## config.mk

```make
export PLATFORM = sky130hd
export DESIGN_NAME = enhanced_clock_page_victim
export DESIGN_NICKNAME = d
export VERILOG_FILES = /design/src/design/ecpv_pkg.sv /design/src/design/ecpv_datapath.sv /design/src/design/ecpv_controller.sv /design/src/design/enhanced_clock_page_victim.sv
export VERILOG_INCLUDE_DIRS = /design/src /design/src/design
export SDC_FILE = /design/constraint.sdc
export NUM_CORES = 1
export LEC_CHECK = 0
export BUFFER_PORTS_ARGS = -buffer_cell sky130_fd_sc_hd__buf_2
export CAP_MARGIN = 10
export CORE_MARGIN = 2
export CORE_UTILIZATION = 30
export CTS_CLUSTER_DIAMETER = 30
export CTS_CLUSTER_SIZE = 10
export DETAILED_ROUTE_END_ITERATION = 6
export GPL_ROUTABILITY_DRIVEN = 0
export PLACE_DENSITY = 0.52
export SETUP_SLACK_MARGIN = 0.15
export SLEW_MARGIN = 5
export SYNTH_ARGS = -nofsm -noshare
export SYNTH_HDL_FRONTEND = slang
export SYNTH_SLANG_ARGS = --single-unit
```

## constraint.sdc

```tcl
create_clock -name clk -period 5 [get_ports clk]
set_input_delay 0.5 -clock clk [delete_from_list [all_inputs] [get_ports clk]]
set_output_delay 0.5 -clock clk [all_outputs]
set_load 0.005 [all_outputs]
```

## src/design/enhanced_clock_page_victim_assert.svh

```systemverilog
// Assertion helpers; clk and rst must be in scope where these are used.
`ifndef ENHANCED_CLOCK_PAGE_VICTIM_ASSERT_SVH
`define ENHANCED_CLOCK_PAGE_VICTIM_ASSERT_SVH

`define ECPV_ASSERT_ALWAYS(lbl, expr, msg) \
  lbl: assert property (@(posedge clk) disable iff (rst) (expr)) else $error(msg);

`define ECPV_ASSERT_IMP(lbl, ante, cons, msg) \
  lbl: assert property (@(posedge clk) disable iff (rst) (ante) |-> (cons)) else $error(msg);

`define ECPV_ASSERT_NEXT(lbl, ante, cons, msg) \
  lbl: assert property (@(posedge clk) disable iff (rst) (ante) |=> (cons)) else $error(msg);

`endif

```

## src/design/ecpv_pkg.sv

```systemverilog
package ecpv_pkg;

  localparam int FRAME_W = 6;
  localparam int ENTRY_W = 4;

  localparam logic [1:0] ST_FREE   = 2'd0;
  localparam logic [1:0] ST_MARKED = 2'd2;

  localparam logic [2:0] PASS_FREE   = 3'd0;
  localparam logic [2:0] PASS_CLEAN1 = 3'd1;
  localparam logic [2:0] PASS_DIRTY1 = 3'd2;
  localparam logic [2:0] PASS_CLEAN2 = 3'd3;
  localparam logic [2:0] PASS_DIRTY2 = 3'd4;

  typedef struct packed {
    logic       clear;
    logic       latch;
    logic       set_rd;
    logic       set_wr;
    logic       scan;
    logic       restart;
    logic       found;
    logic       give_none;
    logic       publish;
    logic [2:0] pass;
  } cmd_t;

  typedef struct packed {
    logic clear_done;
    logic is_set;
    logic set_ok;
    logic all_marked;
    logic step_last;
    logic hit;
    logic out_free;
  } stat_t;

endpackage

```

## src/design/ecpv_datapath.sv

```systemverilog
`include "enhanced_clock_page_victim_assert.svh"

module ecpv_datapath #(
  parameter int NUM_FRAMES = 64
) (
  input  logic                          clk,
  input  logic                          rst,
  input  logic                          func,
  input  logic [ecpv_pkg::FRAME_W-1:0]  frame,
  input  logic [1:0]                    frame_state,
  input  logic                          use_bit,
  input  logic                          dirty_bit,
  input  logic                          out_stall,
  input  ecpv_pkg::cmd_t                cmd,
  output ecpv_pkg::stat_t               stat,
  output logic                          out_valid,
  output logic [ecpv_pkg::FRAME_W-1:0]  victim_frame,
  output logic                          victim_dirty,
  output logic                          none_available
);
  import ecpv_pkg::*;

  localparam int IDX_W = $clog2(NUM_FRAMES);
  localparam int CNT_W = $clog2(NUM_FRAMES + 1);

  logic [ENTRY_W-1:0] mem [NUM_FRAMES];

  logic [IDX_W-1:0]   frame_q;
  logic [1:0]         state_q;
  logic               use_q;
  logic               dirty_q;
  logic [IDX_W-1:0]   hand;
  logic [IDX_W-1:0]   clr_addr;
  logic [IDX_W:0]     step;
  logic [IDX_W-1:0]   ev_pos;
  logic [ENTRY_W-1:0] rdata;
  logic [CNT_W-1:0]   cnt;
  logic [IDX_W-1:0]   res_frame;
  logic               res_dirty;
  logic               res_none;

  logic [IDX_W:0]     pos_sum;
  logic [IDX_W:0]     pos_wrap;
  logic [IDX_W-1:0]   rd_addr;
  logic               we;
  logic [IDX_W-1:0]   wa;
  logic [ENTRY_W-1:0] wd;
  logic [1:0]         r_st;
  logic               r_use;
  logic               r_dirty;
  logic               r_marked;
  logic               ev_valid;
  logic               hit_raw;
  logic               dirty_pass;

  assign r_st     = rdata[3:2];
  assign r_use    = rdata[1];
  assign r_dirty  = rdata[0];
  assign r_marked = (r_st == ST_MARKED);
  assign ev_valid = (step != '0);

  always_comb begin
    pos_sum = {1'b0, hand} + {1'b0, step[IDX_W-1:0]};
    if (pos_sum >= (IDX_W+1)'(NUM_FRAMES)) begin
      pos_wrap = pos_sum - (IDX_W+1)'(NUM_FRAMES);
    end else begin
      pos_wrap = pos_sum;
    end
    rd_addr = cmd.set_rd ? frame_q : pos_wrap[IDX_W-1:0];
  end

  always_comb begin
    dirty_pass = (cmd.pass == PASS_DIRTY1) || (cmd.pass == PASS_DIRTY2);
    case (cmd.pass)
      PASS_FREE:                hit_raw = (r_st == ST_FREE);
      PASS_CLEAN1, PASS_CLEAN2: hit_raw = !r_marked && !r_use && !r_dirty;
      PASS_DIRTY1, PASS_DIRTY2: hit_raw = !r_marked && !r_use && r_dirty;
      default:                  hit_raw = 1'b0;
    endcase
  end

  always_comb begin
    we = 1'b0;
    wa = ev_pos;
    wd = rdata;
    if (cmd.clear) begin
      we = 1'b1;
      wa = clr_addr;
      wd = '0;
    end else if (cmd.set_wr) begin
      we = 1'b1;
      wa = frame_q;
      wd = {state_q, use_q, dirty_q};
    end else if (cmd.found) begin
      we = 1'b1;
      wd = {ST_MARKED, r_use, r_dirty};
    end else if (cmd.scan && ev_valid && dirty_pass && !hit_raw) begin
      // passing over a frame in a dirty pass takes its second chance away
      we = 1'b1;
      wd = {r_st, 1'b0, r_dirty};
    end
  end

  always_comb begin
    stat.clear_done = (clr_addr == IDX_W'(NUM_FRAMES - 1));
    stat.is_set     = func;
    stat.set_ok     = (32'(frame) < NUM_FRAMES);
    stat.all_marked = (cnt == CNT_W'(NUM_FRAMES));
    stat.step_last  = (step == (IDX_W+1)'(NUM_FRAMES));
    stat.hit        = ev_valid && hit_raw;
    stat.out_free   = !out_valid || !out_stall;
  end

  always_ff @(posedge clk) begin
    if (we) begin
      mem[wa] <= wd;
    end
    rdata  <= mem[rd_addr];
    ev_pos <= rd_addr;
  end

  always_ff @(posedge clk) begin
    if (cmd.latch) begin
      frame_q <= IDX_W'(frame);
      state_q <= frame_state;
      use_q   <= use_bit;
      dirty_q <= dirty_bit;
    end
    if (cmd.found) begin
      res_frame <= ev_pos;
      res_dirty <= r_dirty;
      res_none  <= 1'b0;
    end else if (cmd.give_none) begin
      res_frame <= '0;
      res_dirty <= 1'b0;
      res_none  <= 1'b1;
    end
    if (cmd.publish) begin
      victim_frame   <= FRAME_W'(res_frame);
      victim_dirty   <= res_dirty;
      none_available <= res_none;
    end
  end

  always_ff @(posedge clk) begin
    if (rst) begin
      hand      <= '0;
      clr_addr  <= '0;
      step      <= '0;
      cnt       <= '0;
      out_valid <= 1'b0;
    end else begin
      if (cmd.clear) begin
        clr_addr <= clr_addr + 1'b1;
      end
      if (cmd.restart) begin
        step <= '0;
      end else if (cmd.scan) begin
        step <= step + 1'b1;
      end
      if (cmd.found) begin
        hand <= ev_pos;
        cnt  <= cnt + 1'b1;
      end else if (cmd.set_wr) begin
        if ((state_q == ST_MARKED) && !r_marked) begin
          cnt <= cnt + 1'b1;
        end else if ((state_q != ST_MARKED) && r_marked) begin
          cnt <= cnt - 1'b1;
        end
      end
      if (cmd.publish) begin
        out_valid <= 1'b1;
      end else if (!out_stall) begin
        out_valid <= 1'b0;
      end
    end
  end

  `ECPV_ASSERT_ALWAYS(a_cnt_range, 32'(cnt) <= NUM_FRAMES, "marked count above frame count")
  `ECPV_ASSERT_ALWAYS(a_hand_range, 32'(hand) < NUM_FRAMES, "clock hand out of range")
  `ECPV_ASSERT_NEXT(a_found_cnt, cmd.found, cnt == $past(cnt) + 1'b1, "victim not counted")
  `ECPV_ASSERT_IMP(a_publish_free, cmd.publish, !out_valid || !out_stall, "result overwritten")

endmodule

```

## src/design/ecpv_controller.sv

```systemverilog
module ecpv_controller (
  input  logic            clk,
  input  logic            rst,
  input  logic            in_valid,
  output logic            in_stall,
  input  ecpv_pkg::stat_t stat,
  output ecpv_pkg::cmd_t  cmd
);
  import ecpv_pkg::*;

  localparam logic [2:0] S_CLEAR  = 3'd0;
  localparam logic [2:0] S_IDLE   = 3'd1;
  localparam logic [2:0] S_SET_RD = 3'd2;
  localparam logic [2:0] S_SET_WR = 3'd3;
  localparam logic [2:0] S_SCAN   = 3'd4;
  localparam logic [2:0] S_DONE   = 3'd5;

  logic [2:0] state;
  logic [2:0] state_next;
  logic [2:0] pass;
  logic [2:0] pass_next;

  always_comb begin
    cmd        = '0;
    cmd.pass   = pass;
    state_next = state;
    pass_next  = pass;
    in_stall   = 1'b1;
    case (state)
      S_CLEAR: begin
        cmd.clear = 1'b1;
        if (stat.clear_done) begin
          state_next = S_IDLE;
        end
      end
      S_IDLE: begin
        in_stall = 1'b0;
        if (in_valid) begin
          cmd.latch = 1'b1;
          if (stat.is_set) begin
            state_next = stat.set_ok ? S_SET_RD : S_IDLE;
          end else if (stat.all_marked) begin
            cmd.give_none = 1'b1;
            state_next    = S_DONE;
          end else begin
            cmd.restart = 1'b1;
            pass_next   = PASS_FREE;
            state_next  = S_SCAN;
          end
        end
      end
      S_SET_RD: begin
        cmd.set_rd = 1'b1;
        state_next = S_SET_WR;
      end
      S_SET_WR: begin
        cmd.set_wr = 1'b1;
        state_next = S_IDLE;
      end
      S_SCAN: begin
        cmd.scan = 1'b1;
        if (stat.hit) begin
          cmd.found  = 1'b1;
          state_next = S_DONE;
        end else if (stat.step_last) begin
          cmd.restart = 1'b1;
          pass_next   = (pass == PASS_DIRTY2) ? PASS_CLEAN1 : pass + 3'd1;
        end
      end
      S_DONE: begin
        if (stat.out_free) begin
          cmd.publish = 1'b1;
          state_next  = S_IDLE;
        end
      end
      default: begin
        state_next = S_IDLE;
      end
    endcase
  end

  always_ff @(posedge clk) begin
    if (rst) begin
      state <= S_CLEAR;
      pass  <= PASS_FREE;
    end else begin
      state <= state_next;
      pass  <= pass_next;
    end
  end

endmodule

```

## src/design/enhanced_clock_page_victim.sv

```systemverilog
// Enhanced second-chance clock victim selector over NUM_FRAMES frames kept in one
// single-port-read memory of {status, use, dirty}. After reset a clearing pass
// frees every frame; no word is taken during it. A set word is accepted, its frame
// read, then written back; one whose frame is out of range is only accepted. A find
// word with every frame marked returns none_available. Otherwise the scan visits one
// frame per cycle through the memory read port, at most five passes (free, clean,
// dirty, clean, dirty); a result waits while an earlier one stays stalled in the
// output register, and the block takes the next word as soon as that register is
// loaded.
module enhanced_clock_page_victim #(
  parameter int NUM_FRAMES = 64
) (
  input  logic                          clk,
  input  logic                          rst,
  input  logic                          in_valid,
  output logic                          in_stall,
  input  logic                          func,
  input  logic [ecpv_pkg::FRAME_W-1:0]  frame,
  input  logic [1:0]                    frame_state,
  input  logic                          use_bit,
  input  logic                          dirty_bit,
  output logic                          out_valid,
  input  logic                          out_stall,
  output logic [ecpv_pkg::FRAME_W-1:0]  victim_frame,
  output logic                          victim_dirty,
  output logic                          none_available
);
  import ecpv_pkg::*;

  cmd_t  cmd;
  stat_t stat;

  ecpv_controller u_ctrl (
    .clk      (clk),
    .rst      (rst),
    .in_valid (in_valid),
    .in_stall (in_stall),
    .stat     (stat),
    .cmd      (cmd)
  );

  ecpv_datapath #(
    .NUM_FRAMES (NUM_FRAMES)
  ) u_dp (
    .clk            (clk),
    .rst            (rst),
    .func           (func),
    .frame          (frame),
    .frame_state    (frame_state),
    .use_bit        (use_bit),
    .dirty_bit      (dirty_bit),
    .out_stall      (out_stall),
    .cmd            (cmd),
    .stat           (stat),
    .out_valid      (out_valid),
    .victim_frame   (victim_frame),
    .victim_dirty   (victim_dirty),
    .none_available (none_available)
  );

endmodule
```

==> impl_results.md, run 1 <==
- Status: complete, but fails checks
- Failing checks: DRC
- Placed cell area: 14700 sq um
- DRC: 3
- Initial antenna violation count: 0
- Worst stage delay on the critical path: 0.70 ns
- CTS root buffer: clkbuf_16
- Switching component of the power: 3270 uW
- Mapped Nets: 1102
- Post-synthesis sequential area ratio: 0.672
- Fin cells: 1803
- Most common cell after layout, fill and taps aside: edfxtp_1
- Setup Fix Bufs, Post-CTS: 0
- Vias in the first global route: 8938
- Pint: 7570 uW
- Gr usage total: 0.152
- Max Clk Rate: 0.271 GHz
- LEAKAGE: 0.00628 uW
- Std-Cell Rows: 78
- Placed insts: 1667
- Clock share of power: 0.470
- H-tree depth: 3
- Final Hold Fails: 0
- Final min period: 3.69 ns
- TritonCTS clock tree: done
- Die area: 48000 sq um
- Switching share of power: 0.302
- Final setup viols: 0
- Comb pwr share: 0.200
- Clk_skew: 0.0263 ns
- Worst Setup Start Kind: flop
- Critical path, cell by cell: or3b_1 > a21oi_4 > clkinv_1 > buf_4 > nand2_1 > nand3_1 > a32oi_1 > nand3_1 > and4_1
- First-pass GRT wire length: 54.3 mm
- Most used flip-flop cell after synthesis: edfxtp_1
- Post-synthesis average cell area: 12.9 sq um
- Detailed Route Iter0 Violations: 794
- Layout cell share with drive strength beyond 1: 0.162
- Tot Pwr: 10800 uW
- Most frequent cells in the layout: edfxtp_1 (281), nand2_1 (155), nor2_1 (124)
- Critical path type: reg2reg
- CP most frequent cell: nand3_1
- Nets: 1173
- Clock Sinks: 325
- Worst path slowest cell: clkinv_1
- CP Capture Type: flop
- Io pins: 25
- Area Overhead vs Synth: 24.9%
- Die height: 219 um
- Cell count after synthesis: 1073
- P per Cell Area: 626 nW/um^2
- Max_cap viols: 0
- Initial core utilization: 0.305
- Hold WS: 0.101 ns
- Seq pwr share: 0.331
- Asr flop ratio synth: 0
- PortBufs: 24
- CTS Buffer Depth: 3
- RSZ-0062 raised after global routing: false
- Number of synthesized register bits: 325
- Worst slew pin tran: 1.18 ns
- Slew headroom: 0.213
- Worst-Skew Late Latency: 0.59 ns
- Setup TNS: 0 ns
- # hold bufs at CTS: 0
- Worst Path Max Fanout: 34
- Drt first pass iters: 7
- Req. time, crit path: 5.46 ns
- Post-DP HPWL: 23.1 mm
- Chip Width: 219 um
- Post-Syn Area: 13900 sq um
- Core area: 45500 sq um
- EDFF count, synth: 281
- DRT Wirelength: 35.9 mm
- Design Area, Final: 17300 sq um
- Largest net degree at the start of global routing: 125
- Hold crit path type: in2reg
- Remaining antenna violation count: 0
- Distinct cells, synth: 65
- Reg clk slew, reported paths: 0.05 ns
- Final Cycle Share: 0.738
- Diode count: 0
- Arr. time, crit path: 4.15 ns
- Post_cts resized: 0
- Vias per inst: 4.97
- CTS Buf Count: 75
- Vias post-DR: 8959
- Syn. warnings: 0
- Worst VDD drop: 0.350 mV
- Slew Viols, Final: 0
- WL/cell: 19.9 um
- GRT overflow: 0
## critical path, delay by kind of cell, from the launching register on
family | cells | cell delay (ns)
compound gates | 2 | 0.55
buf+inv | 2 | 1.25
flops | 1 | 0.52
simple gates | 5 | 1.22
## stage by stage
| step | util | setup slack [ns] |
|---|---|---|
| floorplan | - | 1.16 |
| global placement | 0.322 | 1.39 |
| detailed placement | 0.322 | 1.35 |
| CTS | 0.381 | 1.33 |
| global route | 0.381 | 1.08 |
| finish | 0.381 | 1.31 |
## sequential cells by signal, summed over array words and instances (netlist names), 2 cells and up
signal,cells
u_dp.mem,256
u_dp.cnt,7
u_dp.step,7
u_dp.clr_addr,6
u_dp.ev_pos,6
u_dp.frame_q,6
u_dp.hand,6
u_dp.res_frame,6
u_dp.victim_frame,6
u_dp.rdata,4
u_ctrl.pass,3
u_ctrl.state,3
u_dp.state_q,2
## cell type report
cell class,instances,area (sq um)
well taps,600,751
fillers,4386,28200
clock buffers,85,1990
inverters,20,75.1
flip-flops and latches,325,9320
clock inverters,51,687
repair buffers,38,238
multi-input cells,684,4270
## cell families (layout without fill, tap and decap cells)
logic type	after synthesis	after routing	share of synthesized area
buffers and inverters	64	194	0.0235
flip-flops	325	325	0.672
AND/OR/NAND/NOR	446	446	0.144
AO/OA/AOI/OAI	109	109	0.0563
multiplexers	99	99	0.0813
XOR/XNOR	16	16	0.0101
adder cells (fa/ha/maj)	14	14	0.0132
## power by group through the flow
stage	sequential (uW)	combinational (uW)	clock (uW)
after floorplan	3570	1450	0
after CTS	3580	2170	5180
after global placement	3630	2150	0
after global routing	3600	2340	5310
after detailed placement	3630	2170	0
final	3580	2170	5090
## metal layers
layer  vias up  track usage  wire [um]
met5         -            0          0
met4         0       0.0698       1140
met3        84       0.0380       2570
met2       335        0.239      16600
met1      4366        0.198      15600
li1       4174            -          -
## path summary, 6_finish.rpt
| path | from | to | slack [ns] | cells after the start |
|---|---|---|---|---|
| worst max-delay path | u_ctrl.state[2]$_SDFFE_PP0P_ | u_dp.rdata[1]$_DFF_P_ | 1.31 | 9 |
| worst min register to register | u_dp.res_frame[0]$_SDFFCE_PN0P_ | u_dp.victim_frame[0]$_DFFE_PP_ | 0.42 | 0 |
| worst min-delay path | dirty_bit | u_dp.dirty_q$_DFFE_PP_ | 0.10 | 1 |
| worst max register to register | u_ctrl.state[2]$_SDFFE_PP0P_ | u_dp.rdata[1]$_DFF_P_ | 1.31 | 9 |
## synthesized netlist by cell type (all sizes together), types with 11 or more instances
master,instances,area [sq um]
nand3,95,475
mux2i,88,906
a22oi,12,90.1
nor3,13,70.1
inv,20,75.1
a21oi,29,160
dfxtp,44,881
buf,30,199
edfxtp,281,8440
clkbuf,14,52.6
ha,13,163
nor2,125,469
o21ai,11,55.1
nand2,155,582
o22a,12,105
Power figures use the tool's default switching activity.
==> run 2: changes to the inputs <==
--- a/config.mk
+++ b/config.mk
@@ -14,7 +14,7 @@
 export CTS_CLUSTER_SIZE = 10
 export DETAILED_ROUTE_END_ITERATION = 6
 export GPL_ROUTABILITY_DRIVEN = 0
-export PLACE_DENSITY = 0.52
+export PLACE_DENSITY = 0.5
 export SETUP_SLACK_MARGIN = 0.15
 export SLEW_MARGIN = 5
 export SYNTH_ARGS = -nofsm -noshare
==> constraint.sdc (replaced) <==
create_clock -name clk -period 3.8 [get_ports clk]
set_input_delay 0.38 -clock clk [delete_from_list [all_inputs] [get_ports clk]]
set_output_delay 0.38 -clock clk [all_outputs]
set_load 0.005 [all_outputs]
==> run 2 against run 1 <==
Against the previous run: the flow now finishes without violations; worst setup slack got worse by 0.86 ns; hold slack better by 0.015 ns; first-iteration DRC count down 4.3%; clock-buffer cell count grew 1; sequential share of layout area fell by 0.44 points; power grew 30%; design area rose by 0.82%; via count shrank 0.12%; die area did not move; utilization grew 0.31 points.
==> impl_results.md, run 2 (synthesis results as in run 1) <==
- Status: finished clean
- Area Overhead vs Synth: 26.0%
- Hold Startpoint: out_stall
- Met2 usage: 0.243
- RSZ-0062 raised after global routing: false
- H-tree depth: 3
- Vias in the first global route: 9028
- Std-Cell Rows: 78
- Switching share of power: 0.307
- Max Clk Rate: 0.298 GHz
- Final min period: 3.35 ns
- Max_cap viols: 0
- Reg clk slew, reported paths: 0.05 ns
- Setup TNS: 0 ns
- LEAKAGE: 0.00634 uW
- P per Cell Area: 810 nW/um^2
- CTS root buffer: clkbuf_16
- First-pass GRT wire length: 55.1 mm
- Chip Width: 219 um
- Critical path type: reg2reg
- Clock Sinks: 325
- TritonCTS clock tree: done
- Hold WS: 0.116 ns
- Vias post-DR: 8948
- Layout cell share with drive strength beyond 1: 0.166
- Util after Layout: 0.384
- Hold crit path type: in2reg
- Largest Register: u_dp.mem
- Busiest grt layer: met2
- Most common cell after layout, fill and taps aside: edfxtp_1
- Most frequent cells in the layout: edfxtp_1 (281), nand2_1 (155), nor2_1 (124)
- Clock share of power: 0.453
- Worst Path Max Fanout: 32
- Die height: 219 um
- Slew Viols, Final: 0
- Flip-flop count of the largest register after layout: 256
- Arr. time, crit path: 3.83 ns
- Fin cells: 1827
- Diode count: 0
- DRT Wirelength: 36.4 mm
- Comb pwr share: 0.215
- Worst-Skew Late Latency: 0.59 ns
- Pint: 9810 uW
- Met1 Use GR: 0.204
- Final setup viols: 0
- Largest net degree at the start of global routing: 65
- GRT overflow: 0
- Worst Setup SP: u_ctrl.state[1]$_SDFFE_PP0P_
- Vias per inst: 4.90
- Die area: 48000 sq um
- Setup Fix Bufs, Post-CTS: 0
- Seq pwr share: 0.332
- Post-DP HPWL: 23.5 mm
- Initial antenna violation count: 1
- PortBufs: 24
- Clk_skew: 0.0190 ns
- Gr usage total: 0.156
- CP Capture Type: flop
- Worst VDD drop: 0.848 mV
- Drt first pass iters: 5
- Switching component of the power: 4340 uW
- Final Cycle Share: 0.882
- Remaining antenna violation count: 0
- Worst reg2reg startpoint: u_ctrl.state[1]$_SDFFE_PP0P_
- Io pins: 25
- CTS Buf Count: 74
- Placed insts: 1680
- Worst slew pin tran: 0.789 ns
- Req. time, crit path: 4.28 ns
- Final Hold Fails: 0
- Worst Setup Start Kind: flop
- Detailed Route Iter0 Violations: 760
- Nets: 1195
- DRC: 0
- Regs by FF count: u_dp.mem (256), u_dp.cnt (7), u_dp.step (7)
- Tot Pwr: 14200 uW
- Initial core utilization: 0.305
- Core area: 45500 sq um
- Slew headroom: 0.474
- # fillers: 4312
- CTS Buffer Depth: 3
- Met3 Resource Use GR: 0.0500
- WL/cell: 19.9 um
==> run 2: worst paths after layout <==
check / depth (start not counted) / to / slack [ns]
max: 8 / u_dp.rdata[1]$_DFF_P_ / 0.45
min: 3 / u_dp.out_valid$_SDFFE_PP0P_ / 0.12
max reg2reg: 8 / u_dp.rdata[1]$_DFF_P_ / 0.45
min reg2reg: 0 / u_dp.victim_frame[4]$_DFFE_PP_ / 0.41
==> run 2: final cells by class <==
type	instances	area (sq um)	share of cell area
clock buffer	86	1960	0.112
clock inverter	51	597	0.0342
inverter	20	75.1	0.00430
multi-input combinational	684	4270	0.244
sequential	325	9320	0.533
tap	600	751	0.0430
timing repair buffer	61	498	0.0285
==> run 2: metrics by stage <==
step | setup slack (ns) | area (sq um)
floorplan | 0.163 | 13900
global placement | 0.356 | 14800
detailed placement | 0.349 | 14800
CTS | 0.360 | 17500
global route | 0.217 | 17500
finish | 0.450 | 17500
==> run 2: timing repair <==
action,in CTS,in global routing
hold buffers,10,0
gates resized for setup,0,0
hold endpoints to repair,10,0
==> run 2: routing by layer <==
| layer | share of wire | wire length, um |
|---|---|---|
| met1 | 0.45 | 16500 |
| met2 | 0.46 | 16600 |
| met3 | 0.065 | 2370 |
| met4 | 0.024 | 877 |
| met5 | 0.00030 | 11 |
==> run 2: critical path, stage by stage (launching register included) <==
cell	delay (ns)
dfxtp_1	0.45
or3b_1	0.61
a21oi_4	0.51
buf_4	0.51
mux2i_1	0.27
mux2i_1	0.11
mux2i_1	0.36
o2111ai_1	0.18
and4_1	0.22
==> run 2: power groups by stage <==
stage | Sequential (uW) | Clock [uW] | Combinational, uW
2_1_floorplan | 4700 | 0 | 1910
3_3_place_gp | 4760 | 0 | 3040
3_5_place_dp | 4760 | 0 | 3040
4_1_cts | 4700 | 6520 | 3050
5_1_grt | 4730 | 6710 | 3300
6_report | 4710 | 6410 | 3040
==> run 3: changes to the inputs <==
--- a/config.mk
+++ b/config.mk
@@ -14,6 +14,7 @@
 export CTS_CLUSTER_SIZE = 10
 export DETAILED_ROUTE_END_ITERATION = 6
 export GPL_ROUTABILITY_DRIVEN = 0
+export GPL_TIMING_DRIVEN = 0
 export PLACE_DENSITY = 0.5
 export SETUP_SLACK_MARGIN = 0.15
 export SLEW_MARGIN = 5
==> run 3 against run 2 <==
Against the previous run: hold slack lost 0.013 ns; flip-flop and latch count unchanged; routed wire length grew 4.4%; clock skew rose by 0.0038 ns; highest routed layer is now met4; clock-buffer cell count increased by 5; critical endpoint is now u_dp.mem[39][2]$_DFFE_PP_; critical path type unchanged; register-to-register slack lost 0.29 ns; via count is 3.3% higher; power grew 5.1%; design area up 2.3%; final cell count is 1.9% higher; sequential share of layout area decreased by 1.2 points.
==> impl_results.md, run 3 (synthesis results as in run 1) <==
- R2R depth: 9
- LEAKAGE: 0.00650 uW
- Worst-Skew Late Latency: 0.60 ns
- PortBufs: 23
- Io pins: 25
- Post-DP HPWL: 26.1 mm
- Regs by FF count: u_dp.mem (256), u_dp.cnt (7), u_dp.step (7)
- Placed insts: 1705
- Slew Viols, Final: 0
- CTS root buffer: clkbuf_16
- Worst Path Max Fanout: 10
- Worst VDD drop: 0.524 mV
- Layout cell share with drive strength beyond 1: 0.176
- H-tree depth: 3
- Final min period: 3.64 ns
- Reg2Reg Setup Slack: 0.16 ns
- Worst reg2reg startpoint: u_ctrl.state[0]$_SDFFE_PP0P_
- Detailed Route Iter0 Violations: 848
- Die height: 219 um
- Remaining antenna violation count: 0
- CTS Buf Count: 79
- Chip Width: 219 um
- Die area: 48000 sq um
- Gr usage total: 0.162
- Worst r2r dst: u_dp.mem[39][2]$_DFFE_PP_
- First-pass GRT wire length: 57.3 mm
- Vias post-DR: 9243
- DRT Wirelength: 38.0 mm
- Initial antenna violation count: 0
- Final Cycle Share: 0.958
- Std-Cell Rows: 78
- Worst Setup Start Kind: flop
- P per Cell Area: 832 nW/um^2
- Worst slew pin tran: 1.12 ns
- Most frequent cells in the layout: edfxtp_1 (281), nand2_1 (155), nor2_1 (117)
- Arr. time, crit path: 3.87 ns
- Status: finished clean
- Util after Layout: 0.393
- Most common cell after layout, fill and taps aside: edfxtp_1
- Max_cap viols: 0
- GRT overflow: 0
- Drt first pass iters: 5
- CP Capture Type: flop
- Final setup viols: 0
- RSZ-0062 raised after global routing: true
- TritonCTS clock tree: done
- Diode count: 0
- Hold Startpoint: out_stall
- Tot Pwr: 14900 uW
- Req. time, crit path: 4.03 ns
- Vias in the first global route: 9368
- Largest Register: u_dp.mem
- Worst Hold End: u_dp.out_valid$_SDFFE_PP0P_
- Nets: 1226
- Initial core utilization: 0.305
- WL/cell: 20.4 um
- Largest net degree at the start of global routing: 37
- Hold Path Depth: 3
- Fin cells: 1862
- Final Hold Fails: 0
- Slew headroom: 0.253
- Clk_skew: 0.0228 ns
- Clock Sinks: 325
- Hold crit path type: in2reg
- Reg clk slew, reported paths: 0.04 ns
- CTS Buffer Depth: 3
- Core area: 45500 sq um
- Area Overhead vs Synth: 28.9%
- DRC: 0
- Max Clk Rate: 0.275 GHz
- Critical path type: reg2reg
- Vias per inst: 4.96
- Flip-flop count of the largest register after layout: 256
==> run 3: changes by cell type in the layout (fill, tap and decap cells not counted), moves of 6 or more <==
| cell | previous run | this run |
|---|---|---|
| clkbuf_1 | 7 | 24 |
| nor2_2 | 0 | 7 |
| nor2_1 | 124 | 117 |
| buf_4 | 21 | 9 |
| clkbuf_16 | 75 | 81 |
| buf_1 | 0 | 6 |
| buf_2 | 24 | 34 |
==> run 3: worst max path at each step <==
stage	slack (ns)	cells past startpoint	start	end
after floorplan	0.16	8	u_ctrl.pass[0]$_SDFFE_PP0P_	u_dp.mem[0][1]$_DFFE_PP_
after global placement	-2.69	4	u_ctrl.state[2]$_SDFFE_PP0P_	u_dp.mem[26][0]$_DFFE_PP_
after detailed placement	0.11	10	u_ctrl.pass[0]$_SDFFE_PP0P_	u_dp.mem[48][1]$_DFFE_PP_
after CTS	0.17	10	u_ctrl.pass[0]$_SDFFE_PP0P_	u_dp.mem[54][0]$_DFFE_PP_
after global routing	0.03	9	u_ctrl.state[0]$_SDFFE_PP0P_	u_dp.mem[25][0]$_DFFE_PP_
final	0.16	9	u_ctrl.state[0]$_SDFFE_PP0P_	u_dp.mem[39][2]$_DFFE_PP_
==> run 3: timing repair <==
| action | CTS | global route |
|---|---|---|
| pin swaps | 0 | 1 |
| resized for setup | 2 | 9 |
| endpoints found under the hold margin | 10 | 0 |
| setup endpoints to repair | 8 | 115 |
| buffers inserted | 0 | 1 |
| hold buffers | 10 | 0 |
==> run 3: where the power goes <==
group / internal [uW] / leakage [uW] / switching [uW]
clock network: 4860 / 0.00132 / 2130
registers: 4540 / 0.00295 / 133
logic: 951 / 0.00223 / 2260
total: 10300 / 0.00650 / 4530
==> run 3: layout make-up <==
cell class / count / area, sq um
flip-flops and latches: 325 / 9320
inverters: 20 / 75.1
fillers: 4323 / 27600
repair buffers: 43 / 385
well taps: 600 / 751
multi-input cells: 684 / 4310
clock buffers: 91 / 2060
plain buffers: 44 / 253
clock inverters: 55 / 723
==> run 3: layer usage <==
layer | GRT usage | vias up | share of wire
li1 | - | 4282 | -
met1 | 0.214 | 4549 | 0.45
met2 | 0.249 | 330 | 0.45
met3 | 0.0473 | 82 | 0.070
met4 | 0.0703 | 0 | 0.035
met5 | 0 | - | 0
==> run 3: metrics by stage <==
step	setup WS (ns)	setup TNS (ns)	hold WS (ns)	area, sq um
2_1_floorplan	0.163	0	0.400	13900
3_3_place_gp	-2.69	-528.02	0.409	14700
3_5_place_dp	0.106	0	0.405	14900
4_1_cts	0.169	0	0.0734	17800
5_1_grt	0.0342	0	0.0928	17900
6_report	0.159	0	0.103	17900
==> run 3: worst max-delay path, stage by stage, from the launching register on <==
cell and delay (ns):
dfxtp_1 0.29, buf_2 0.16, or2_2 0.30, clkbuf_1 0.21, a21oi_1 0.39, buf_2 0.28
o22a_1 0.15, clkbuf_1 0.40, nand3_1 0.58, nor2_1 0.52
